$ cat src/hdl/mvpc_pkg.sv
// Shared types and constants for the motor velocity PID controller.
package mvpc_pkg;

  typedef enum logic [1:0] {
    KIND_TICK   = 2'd0,
    KIND_TARGET = 2'd1,
    KIND_OPEN   = 2'd2,
    KIND_LOCK   = 2'd3
  } kind_t;

  localparam logic [2:0] REG_ACCEL = 3'd0;
  localparam logic [2:0] REG_GAIN_P = 3'd1;
  localparam logic [2:0] REG_GAIN_I = 3'd2;
  localparam logic [2:0] REG_GAIN_D = 3'd3;
  localparam logic [2:0] REG_SCALE = 3'd4;

  localparam int MUL_A_W = 18;
  localparam int MUL_B_W = 24;
  localparam int PROD_W = MUL_A_W + MUL_B_W;

  localparam logic [23:0] RECIP_1000 = 24'd4294967;
  localparam logic [32:0] MS_PER_S = 33'd1000;

  localparam logic [19:0] BAND_0 = 20'd419;
  localparam logic [19:0] BAND_1 = 20'd1259;
  localparam logic [19:0] BAND_2 = 20'd2099;
  localparam logic [19:0] BAND_3 = 20'd2939;
  localparam logic [19:0] BAND_4 = 20'd3779;
  localparam logic [19:0] BAND_5 = 20'd4199;

  localparam logic [2:0] LEVEL_OVER = 3'd6;

  typedef struct packed {
    logic signed [MUL_A_W-1:0] a;
    logic signed [MUL_B_W-1:0] b;
  } mul_req_t;

  typedef enum logic [13:0] {
    S_IDLE = 14'b00000000000001,
    S_STEP = 14'b00000000000010,
    S_CORR = 14'b00000000000100,
    S_RAMP = 14'b00000000001000,
    S_MOVE = 14'b00000000010000,
    S_ERR  = 14'b00000000100000,
    S_MP   = 14'b00000001000000,
    S_MI   = 14'b00000010000000,
    S_MD   = 14'b00000100000000,
    S_SUM  = 14'b00001000000000,
    S_UPD  = 14'b00010000000000,
    S_DRV  = 14'b00100000000000,
    S_BAND = 14'b01000000000000,
    S_EMIT = 14'b10000000000000
  } state_t;

endpackage

$ cat src/hdl/mvpc_mul.sv
// Shared signed multiplier with registered product.
module mvpc_mul (
  input  logic                                   clk,
  input  mvpc_pkg::mul_req_t                     req,
  output logic signed [mvpc_pkg::PROD_W-1:0]     prod_r
);

  always_ff @(posedge clk) begin
    prod_r <= req.a * req.b;
  end

endmodule

$ cat src/hdl/motor_velocity_pid_controller_unit.sv
// Top level: sequencer and datapath of the motor velocity PID controller.
//
// A command request (set target, set open-loop drive, lock) updates state at
// acceptance and then goes through the emit state to the output register; no
// new request is taken before it has left the emit state. A tick request walks a
// thirteen-step sequence after acceptance around the one shared 18x24 multiplier:
// ramp step (reciprocal multiply and correction), ramp move, error terms, the
// three gain products, accumulator update, drive scaling, banding and emit;
// in_tready stays low until the emit state has passed the result on. The
// result sits in an output register, so a new request is taken while it waits;
// a finished item stalls only if the previous result has not been taken.
module motor_velocity_pid_controller_unit #(
  parameter int FULL_SCALE_PWM = 4200,
  parameter int STALL_LIMIT = 100
) (
  input  logic        clk,
  input  logic        rst_n,
  input  logic        in_tvalid,
  output logic        in_tready,
  input  logic [31:0] in_tdata,   // [15:0] command_value, [31:16] encoder_delta
  input  logic [1:0]  in_tuser,   // [1:0] kind
  output logic        out_tvalid,
  input  logic        out_tready,
  // [12:0] compare_value, [26:13] drive_level, [27] turn_clockwise,
  // [30:28] speed_level, [31] overspeed_flag, [32] encoder_healthy,
  // [33] loop_closed, [49:34] velocity_now, [55:50] zero
  output logic [55:0] out_tdata,
  input  logic        cfg_wr_en,
  input  logic [2:0]  cfg_addr,
  input  logic [15:0] cfg_wdata
);

  localparam int SCW = $clog2(STALL_LIMIT + 2);
  localparam int HW = 18;
  localparam logic [SCW-1:0] STALL_MAX = SCW'(STALL_LIMIT);
  localparam logic [SCW-1:0] STALL_DEAD = SCW'(STALL_LIMIT + 1);
  localparam logic signed [HW-1:0] FSP_S = HW'(FULL_SCALE_PWM);
  localparam logic [HW-1:0] FSP_U = HW'(FULL_SCALE_PWM);

  mvpc_pkg::state_t state_r, state_nxt;
  mvpc_pkg::mul_req_t mreq;
  logic signed [mvpc_pkg::PROD_W-1:0] prod_r;

  logic [15:0] accel_r, scale_r;
  logic signed [15:0] gp_r, gi_r, gd_r;

  logic signed [15:0] delta_r, delta_nxt;
  logic signed [31:0] ramp_r, ramp_nxt;
  logic signed [15:0] goal_r, goal_nxt;
  logic signed [31:0] acc_r, acc_nxt;
  logic signed [16:0] el_r, el_nxt, ebl_r, ebl_nxt;
  logic [SCW-1:0] stall_r, stall_nxt;
  logic healthy_r, healthy_nxt, closed_r, closed_nxt, cw_r, cw_nxt, over_r, over_nxt;
  logic signed [HW-1:0] held_r, held_nxt;
  logic [2:0] level_r, level_nxt;
  logic [22:0] q0_r, q0_nxt;
  logic [23:0] step_r, step_nxt;
  logic signed [16:0] e_r, e_nxt;
  logic signed [17:0] dp_r, dp_nxt;
  logic signed [19:0] dd_r, dd_nxt;
  logic signed [39:0] pid_r, pid_nxt;
  logic out_valid_r, out_valid_nxt;
  logic [55:0] out_data_r, out_data_nxt;

  logic [15:0] a_eff;
  logic in_fire;
  mvpc_pkg::kind_t in_kind;
  logic signed [15:0] in_cmd, in_delta;

  logic [32:0] rem;
  logic signed [33:0] diff;
  logic [33:0] diff_mag;
  logic signed [15:0] fl;
  logic signed [48:0] acc_sum;
  logic signed [31:0] acc_sat;
  logic [SCW-1:0] stall_inc;
  logic signed [33:0] dprod, dbias;
  logic signed [19:0] dval;
  logic [19:0] dmag;
  logic [HW-1:0] hmag;
  logic [HW-1:0] cmp_full;

  assign a_eff = (accel_r == 16'd0) ? 16'd1 : accel_r;
  assign in_tready = (state_r == mvpc_pkg::S_IDLE);
  assign in_fire = in_tvalid && in_tready;
  assign in_kind = mvpc_pkg::kind_t'(in_tuser);
  assign in_cmd = in_tdata[15:0];
  assign in_delta = in_tdata[31:16];
  assign out_tvalid = out_valid_r;
  assign out_tdata = out_data_r;

  mvpc_mul u_mul (
    .clk    (clk),
    .req    (mreq),
    .prod_r (prod_r)
  );

  always_ff @(posedge clk) begin
    if (!rst_n) begin
      accel_r <= 16'd100;
      gp_r <= '0;
      gi_r <= '0;
      gd_r <= '0;
      scale_r <= 16'd16384;
    end else if (cfg_wr_en) begin
      unique case (cfg_addr)
        mvpc_pkg::REG_ACCEL:  accel_r <= cfg_wdata;
        mvpc_pkg::REG_GAIN_P: gp_r <= cfg_wdata;
        mvpc_pkg::REG_GAIN_I: gi_r <= cfg_wdata;
        mvpc_pkg::REG_GAIN_D: gd_r <= cfg_wdata;
        mvpc_pkg::REG_SCALE:  scale_r <= cfg_wdata;
        default: ;
      endcase
    end
  end

  always_comb begin
    mreq.a = '0;
    mreq.b = '0;
    unique case (state_r)
      mvpc_pkg::S_STEP: begin
        mreq.a = {2'b00, a_eff};
        mreq.b = mvpc_pkg::RECIP_1000;
      end
      mvpc_pkg::S_CORR: begin
        mreq.a = 18'sd1000;
        mreq.b = {1'b0, prod_r[38:16]};
      end
      mvpc_pkg::S_MP: begin
        mreq.a = 18'(gp_r);
        mreq.b = 24'(dp_r);
      end
      mvpc_pkg::S_MI: begin
        mreq.a = 18'(gi_r);
        mreq.b = 24'(e_r);
      end
      mvpc_pkg::S_MD: begin
        mreq.a = 18'(gd_r);
        mreq.b = 24'(dd_r);
      end
      mvpc_pkg::S_DRV: begin
        mreq.a = 18'($signed(acc_r[31:16]));
        mreq.b = {8'h00, scale_r};
      end
      default: ;
    endcase
  end

  always_comb begin
    rem = {1'b0, a_eff, 16'h0000} - prod_r[32:0];
    diff = $signed({{2{goal_r[15]}}, goal_r, 16'h0000}) - $signed({{2{ramp_r[31]}}, ramp_r});
    diff_mag = diff[33] ? 34'(-diff) : 34'(diff);
    fl = ramp_r[31:16];
    acc_sum = 49'(acc_r) + 49'($signed({pid_r, 8'h00}));
    if (acc_sum > 49'sd2147483647) begin
      acc_sat = 32'sh7fffffff;
    end else if (acc_sum < -49'sd2147483648) begin
      acc_sat = 32'sh80000000;
    end else begin
      acc_sat = acc_sum[31:0];
    end
    stall_inc = stall_r + SCW'(1);
    dprod = prod_r[33:0];
    dbias = dprod[33] ? dprod + 34'sd16383 : dprod;
    dval = 20'(dbias >>> 14);
    dmag = dval[19] ? 20'(-dval) : 20'(dval);
    hmag = held_r[HW-1] ? HW'(-held_r) : HW'(held_r);
    if (hmag > FSP_U) hmag = FSP_U;
    cmp_full = FSP_U - hmag;
  end

  always_comb begin
    state_nxt = state_r;
    delta_nxt = delta_r;
    ramp_nxt = ramp_r;
    goal_nxt = goal_r;
    acc_nxt = acc_r;
    el_nxt = el_r;
    ebl_nxt = ebl_r;
    stall_nxt = stall_r;
    healthy_nxt = healthy_r;
    closed_nxt = closed_r;
    cw_nxt = cw_r;
    over_nxt = over_r;
    held_nxt = held_r;
    level_nxt = level_r;
    q0_nxt = q0_r;
    step_nxt = step_r;
    e_nxt = e_r;
    dp_nxt = dp_r;
    dd_nxt = dd_r;
    pid_nxt = pid_r;
    out_valid_nxt = out_valid_r && !out_tready;
    out_data_nxt = out_data_r;

    unique case (state_r)
      mvpc_pkg::S_IDLE: begin
        if (in_fire) begin
          delta_nxt = in_delta;
          state_nxt = mvpc_pkg::S_EMIT;
          unique case (in_kind)
            mvpc_pkg::KIND_TICK: state_nxt = mvpc_pkg::S_STEP;
            mvpc_pkg::KIND_TARGET: begin
              goal_nxt = in_cmd;
              closed_nxt = 1'b1;
            end
            mvpc_pkg::KIND_OPEN: begin
              acc_nxt = {in_cmd, 16'h0000};
              closed_nxt = 1'b0;
            end
            mvpc_pkg::KIND_LOCK: begin
              goal_nxt = '0;
              ramp_nxt = '0;
              closed_nxt = 1'b1;
            end
            default: ;
          endcase
        end
      end
      mvpc_pkg::S_STEP: state_nxt = mvpc_pkg::S_CORR;
      mvpc_pkg::S_CORR: begin
        q0_nxt = prod_r[38:16];
        state_nxt = mvpc_pkg::S_RAMP;
      end
      mvpc_pkg::S_RAMP: begin
        step_nxt = {1'b0, q0_r} + ((rem >= mvpc_pkg::MS_PER_S) ? 24'd1 : 24'd0);
        state_nxt = mvpc_pkg::S_MOVE;
      end
      mvpc_pkg::S_MOVE: begin
        if (diff_mag > {10'h000, step_r}) begin
          ramp_nxt = diff[33] ? ramp_r - {8'h00, step_r} : ramp_r + {8'h00, step_r};
        end else begin
          ramp_nxt = {goal_r, 16'h0000};
        end
        state_nxt = mvpc_pkg::S_ERR;
      end
      mvpc_pkg::S_ERR: begin
        e_nxt = 17'(fl) - 17'(delta_r);
        dp_nxt = 18'(17'(fl) - 17'(delta_r)) - 18'(el_r);
        dd_nxt = 20'(17'(fl) - 17'(delta_r)) + 20'(ebl_r) - (20'(el_r) <<< 1);
        state_nxt = mvpc_pkg::S_MP;
      end
      mvpc_pkg::S_MP: state_nxt = mvpc_pkg::S_MI;
      mvpc_pkg::S_MI: begin
        pid_nxt = 40'($signed(prod_r[37:0]));
        state_nxt = mvpc_pkg::S_MD;
      end
      mvpc_pkg::S_MD: begin
        pid_nxt = pid_r + 40'($signed(prod_r[37:0]));
        state_nxt = mvpc_pkg::S_SUM;
      end
      mvpc_pkg::S_SUM: begin
        pid_nxt = pid_r + 40'($signed(prod_r[37:0]));
        state_nxt = mvpc_pkg::S_UPD;
      end
      mvpc_pkg::S_UPD: begin
        el_nxt = e_r;
        ebl_nxt = el_r;
        if (closed_r && healthy_r) begin
          if (fl != 16'sd0 && delta_r == 16'sd0) begin
            stall_nxt = stall_inc;
            healthy_nxt = (stall_inc <= STALL_MAX);
          end else begin
            stall_nxt = '0;
          end
          acc_nxt = acc_sat;
        end else begin
          if (closed_r) acc_nxt = '0;
          if (healthy_r) begin
            goal_nxt = delta_r;
            ramp_nxt = {delta_r, 16'h0000};
            el_nxt = '0;
          end else if (delta_r != 16'sd0) begin
            stall_nxt = '0;
            healthy_nxt = 1'b1;
          end
        end
        state_nxt = mvpc_pkg::S_DRV;
      end
      mvpc_pkg::S_DRV: state_nxt = mvpc_pkg::S_BAND;
      mvpc_pkg::S_BAND: begin
        held_nxt = HW'(dval);
        priority if (dmag <= mvpc_pkg::BAND_0) level_nxt = 3'd0;
        else if (dmag <= mvpc_pkg::BAND_1) level_nxt = 3'd1;
        else if (dmag <= mvpc_pkg::BAND_2) level_nxt = 3'd2;
        else if (dmag <= mvpc_pkg::BAND_3) level_nxt = 3'd3;
        else if (dmag <= mvpc_pkg::BAND_4) level_nxt = 3'd4;
        else if (dmag <= mvpc_pkg::BAND_5) level_nxt = 3'd5;
        else begin
          level_nxt = mvpc_pkg::LEVEL_OVER;
          over_nxt = 1'b1;
          held_nxt = dval[19] ? -FSP_S : FSP_S;
        end
        if (dval > 20'sd0) cw_nxt = 1'b1;
        else if (dval < 20'sd0) cw_nxt = 1'b0;
        state_nxt = mvpc_pkg::S_EMIT;
      end
      mvpc_pkg::S_EMIT: begin
        if (!out_valid_r || out_tready) begin
          out_valid_nxt = 1'b1;
          out_data_nxt = {6'h00, ramp_r[31:16], closed_r, healthy_r, over_r, level_r,
                          cw_r, held_r[13:0], cmp_full[12:0]};
          state_nxt = mvpc_pkg::S_IDLE;
        end
      end
      default: state_nxt = mvpc_pkg::S_IDLE;
    endcase
  end

  always_ff @(posedge clk) begin
    if (!rst_n) begin
      state_r <= mvpc_pkg::S_IDLE;
      ramp_r <= '0;
      goal_r <= '0;
      acc_r <= '0;
      el_r <= '0;
      ebl_r <= '0;
      stall_r <= '0;
      healthy_r <= 1'b1;
      closed_r <= 1'b0;
      cw_r <= 1'b1;
      over_r <= 1'b0;
      held_r <= '0;
      level_r <= '0;
      out_valid_r <= 1'b0;
    end else begin
      state_r <= state_nxt;
      ramp_r <= ramp_nxt;
      goal_r <= goal_nxt;
      acc_r <= acc_nxt;
      el_r <= el_nxt;
      ebl_r <= ebl_nxt;
      stall_r <= stall_nxt;
      healthy_r <= healthy_nxt;
      closed_r <= closed_nxt;
      cw_r <= cw_nxt;
      over_r <= over_nxt;
      held_r <= held_nxt;
      level_r <= level_nxt;
      out_valid_r <= out_valid_nxt;
    end
  end

  always_ff @(posedge clk) begin
    delta_r <= delta_nxt;
    q0_r <= q0_nxt;
    step_r <= step_nxt;
    e_r <= e_nxt;
    dp_r <= dp_nxt;
    dd_r <= dd_nxt;
    pid_r <= pid_nxt;
    out_data_r <= out_data_nxt;
  end

  a_busy_after_accept: assert property (@(posedge clk) disable iff (!rst_n)
    in_fire |=> !in_tready)
    else $error("accepted request did not leave idle");

  a_over_sticky: assert property (@(posedge clk) disable iff (!rst_n)
    !$fell(over_r))
    else $error("overspeed flag cleared outside reset");

  a_stall_dead: assert property (@(posedge clk) disable iff (!rst_n)
    !healthy_r |-> stall_r == STALL_DEAD)
    else $error("stall count inconsistent with encoder health");

endmodule

$ cat config.mk
export PLATFORM = sky130hd
export DESIGN_NAME = motor_velocity_pid_controller_unit
export DESIGN_NICKNAME = d
export VERILOG_FILES = /design/src/hdl/mvpc_pkg.sv /design/src/hdl/mvpc_mul.sv /design/src/hdl/motor_velocity_pid_controller_unit.sv
export SDC_FILE = /design/constraint.sdc
export NUM_CORES = 2
export LEC_CHECK = 0
export CAP_MARGIN = 20
export CORE_ASPECT_RATIO = 0.6
export CORE_UTILIZATION = 33
export CTS_CLUSTER_DIAMETER = 50
export DETAILED_ROUTE_END_ITERATION = 8
export DONT_BUFFER_PORTS = 1
export GPL_ROUTABILITY_DRIVEN = 0
export PLACE_DENSITY = 0.51
export SETUP_SLACK_MARGIN = 0.05
export SYNTH_ARGS = -nofsm -noshare
export SYNTH_HDL_FRONTEND = slang
export SYNTH_SLANG_ARGS = --single-unit
$ cat constraint.sdc
create_clock -name clk -period 10 [get_ports clk]
set_clock_uncertainty 0.2 [all_clocks]
set_input_delay 2 -clock clk [delete_from_list [all_inputs] [get_ports clk]]
set_output_delay 2 -clock clk [all_outputs]
set_load 0.1 [all_outputs]
==> out/results.ini <==
[setup_path]
crit_required_ns=10.38
critPathSlowestCell=nand2_1
crit_arrival_ns=9.86
start_kind=register
max_stage_delay_ns=0.57
rrSetupSlack_ns=0.52
cpMostUsedCell=fa_1
r2r-start=state_r[13]$_SDFFE_PN0P_
reg2reg_to=u_mul.prod_r[37]$_DFF_P_
cp_top_family=adder cells
worstSetupStartpoint=state_r[13]$_SDFFE_PN0P_
cp_num_buf_inv=5
crit_type=reg2reg
reg2reg_depth=32
end_kind=register
cp_max_fo=36

[routing]
wl_mm=174.9
routedWlPerCell_um=23.73
drt_pass1_iterations=9
drt_iter0_drc=4696
vias=40260
routed_via_density=5.462
ant_nets=0
drc_errors=12

[synth]
ys_top_cells_by_area=fa_1 (19%), edfxtp_1 (13%), dfxtp_1 (11%)
synth_seq_cells=479
muxShareOfSynthArea_pct=0.6414
synth-edff-count=207
yosysSeqAreaShare_pct=24.50
yosys.area.top_type=fa_1
synth_fa_ha_area_share_pct=27.78
syn_area_um2=47600
syn-mean-instance-area_um2=8.773
synth-simple-area-share_pct=16.51
synth_xor_area_share_pct=5.613
synth_compound_area_share_pct=17.43
synth_cell_type_count=97
synth_top_area_share_pct=19.18
synthCells=5425
yosysWarnings=0
synth_top_family_by_area=adder cells
synth_async_sr_flop_share_pct=0
synth_flop_cell=dfxtp_1

[pwr]
p_per_area_nw_per_um2=128.3
ir_drop_mv=0.1591
p_leak_nw=23.22

[placed_design]
dp.cells=7234
dp_worst_setup_slack_ns=0.5030
io_buffers=0
placed_cell_area_um2=50190
dp_hpwl_mm=142.6

[cells_and_area]
finalNonFillerCells=7370
nFillCells=14480
post-route-cell-area_um2=52490
syn2layout_area_growth_pct=10.27
post_route_cells_drive_above_1_share_pct=5.859
final_cell_mix=nand2_1 (786), inv_1 (708), fa_1 (456)
layout_commonest_cell=nand2_1
final_nets=6234

[floorplanning]
rows=107
coreArea_um2=142600
die_y_um=296.2
dieArea_um2=145800
die_w_um=492.3
initial_core_util_pct=33.38
ioPinCount=116

[min_path]
hold_path.class=reg2reg
worstHoldStart=over_r$_SDFFE_PN0P_
holdPathStages=0
hold_end=out_tdata[31]$_DFFE_PP_

[clock_network]
cts_tree=done
ctsHoldBuffers=0
clk_latency_ns=0.70
root_buffer=clkbuf_16
cts_inserted_buffers=60
clock_sinks=479
cts_max_level=2
clk_path_buf_depth=3
clk_pin_slew_ns=0.07

[global_route]
antenna_found_initial=21
grt_pass1_wl_mm=259.2
grt_pass1_vias=37400
overflow=0
grt_max_degree=224
grtUsageTotal_pct=23.91

[sta]
setup_tns_ns=0
hold_ws_ns=0.2355
setup_violations=0
min_period_ns=9.485
rsz0062_at_grt=false
fmax_ghz=0.1054
period_share_pct=94.85
max_slew_margin_pct=21.23
timing.final.hold_violations=0
tightest_slew_ns=1.176
maxSlewViolCount=0
finalWorstSetupSlack_ns=0.5154

[run_status]
status=complete, but fails checks
violations=design-rule violations

[flow_run]
cap_violations=0

==> layer usage <==
| metal | wire length (µm) | vias to the layer above | track usage (%) |
|---|---|---|---|
| li1 | - | 18440 | - |
| met1 | 88810 | 19750 | 38.86 |
| met2 | 60800 | 1900 | 28.98 |
| met3 | 22230 | 167 | 8.031 |
| met4 | 2980 | 8 | 4.487 |
| met5 | 54 | - | 0 |
==> worst register-to-register path: cells and delay by family (launching register included) <==
family	cells	cell delay, ns
buffers and inverters	5	0.64
xor gates and xnor gates	1	0.15
AOI/OAI and AO/OA	12	2.27
adders and majority gates	7	3.42
DFF	1	0.38
and+or+nand+nor	7	2.32
==> worst max-delay path by stage <==
stage	to	slack, ns	depth (start not counted)
detailed placement	u_mul.prod_r[37]$_DFF_P_	0.50	37
global placement	u_mul.prod_r[37]$_DFF_P_	0.64	37
global route	u_mul.prod_r[38]$_DFF_P_	0.08	35
floorplan	u_mul.prod_r[37]$_DFF_P_	1.09	33
CTS	u_mul.prod_r[37]$_DFF_P_	0.45	37
finish	u_mul.prod_r[37]$_DFF_P_	0.52	32
==> flip-flops by register name, indices dropped and copies added (netlist names), 17 cells and up <==
register,flops
el_r,17
ramp_r,32
pid_r,40
held_r,18
q0_r,23
u_mul.prod_r,39
dp_r,18
out_tdata,50
acc_r,24
ebl_r,17
e_r,17
step_r,24
dd_r,19
==> stage by stage <==
step	total power, mW	utilization [%]
after floorplan	3.778	-
after global placement	4.294	35.19
after detailed placement	4.302	35.20
after CTS	6.733	36.74
after global routing	7.059	36.79
final	6.735	36.81
==> cell type report <==
cell class	instances	area (µm²)	area share [%]
Timing Repair Buffer	129	1022	1.948
Clock inverter	46	621.8	1.185
Antenna cell	18	45.04	0.08582
Tap cell	1907	2386	4.546
Inverter	708	2658	5.063
Sequential cell	479	11660	22.22
Clock buffer	68	1572	2.994
Multi-Input combinational cell	4015	32520	61.96
==> power by group <==
group | leakage (nW) | total [mW] | switching [mW] | internal [mW]
sequential | 4.04 | 2.22 | 0.102 | 2.11
combinational | 18.1 | 2.10 | 1.27 | 0.825
clock | 1.05 | 2.42 | 1.09 | 1.34
==> repair_timing <==
action / 4_1_cts / 5_1_grt
setup buffers: 0 / 2
resized for setup: 0 / 8
endpoints found under the setup margin: 0 / 4
==> logic make-up after synthesis <==
logic type,count (synthesis)
other,1
buffers and inverters,936
flip-flops,479
AO/OA/AOI/OAI,1207
XOR/XNOR,305
adder cells (fa/ha/maj),783
multiplexers,30
AND/OR/NAND/NOR,1684
==> cells in the mapped netlist (24+ instances only) <==
master and count:
and2_1 64, edfxtp_1 207, clkbuf_1 208, xor2_1 94, dfxtp_1 272, o211a_1 38
nand2b_1 39, a21oi_1 255, nand2_1 792, o211ai_1 24, a222oi_1 27, nand4_1 46
nor4_1 43, and3_1 34, or3_1 37, xnor2_1 211, a211oi_1 24, mux2i_1 26
o21ai_0 221, inv_1 708, a21o_1 92, a22oi_1 80, nor2_1 287, a21boi_0 143
ha_1 327, fa_1 456, o31ai_1 34, nor2b_1 80, nand3_1 79, nor3_1 72
o21a_1 38
No activity file was read; power rests on OpenSTA's default activity.
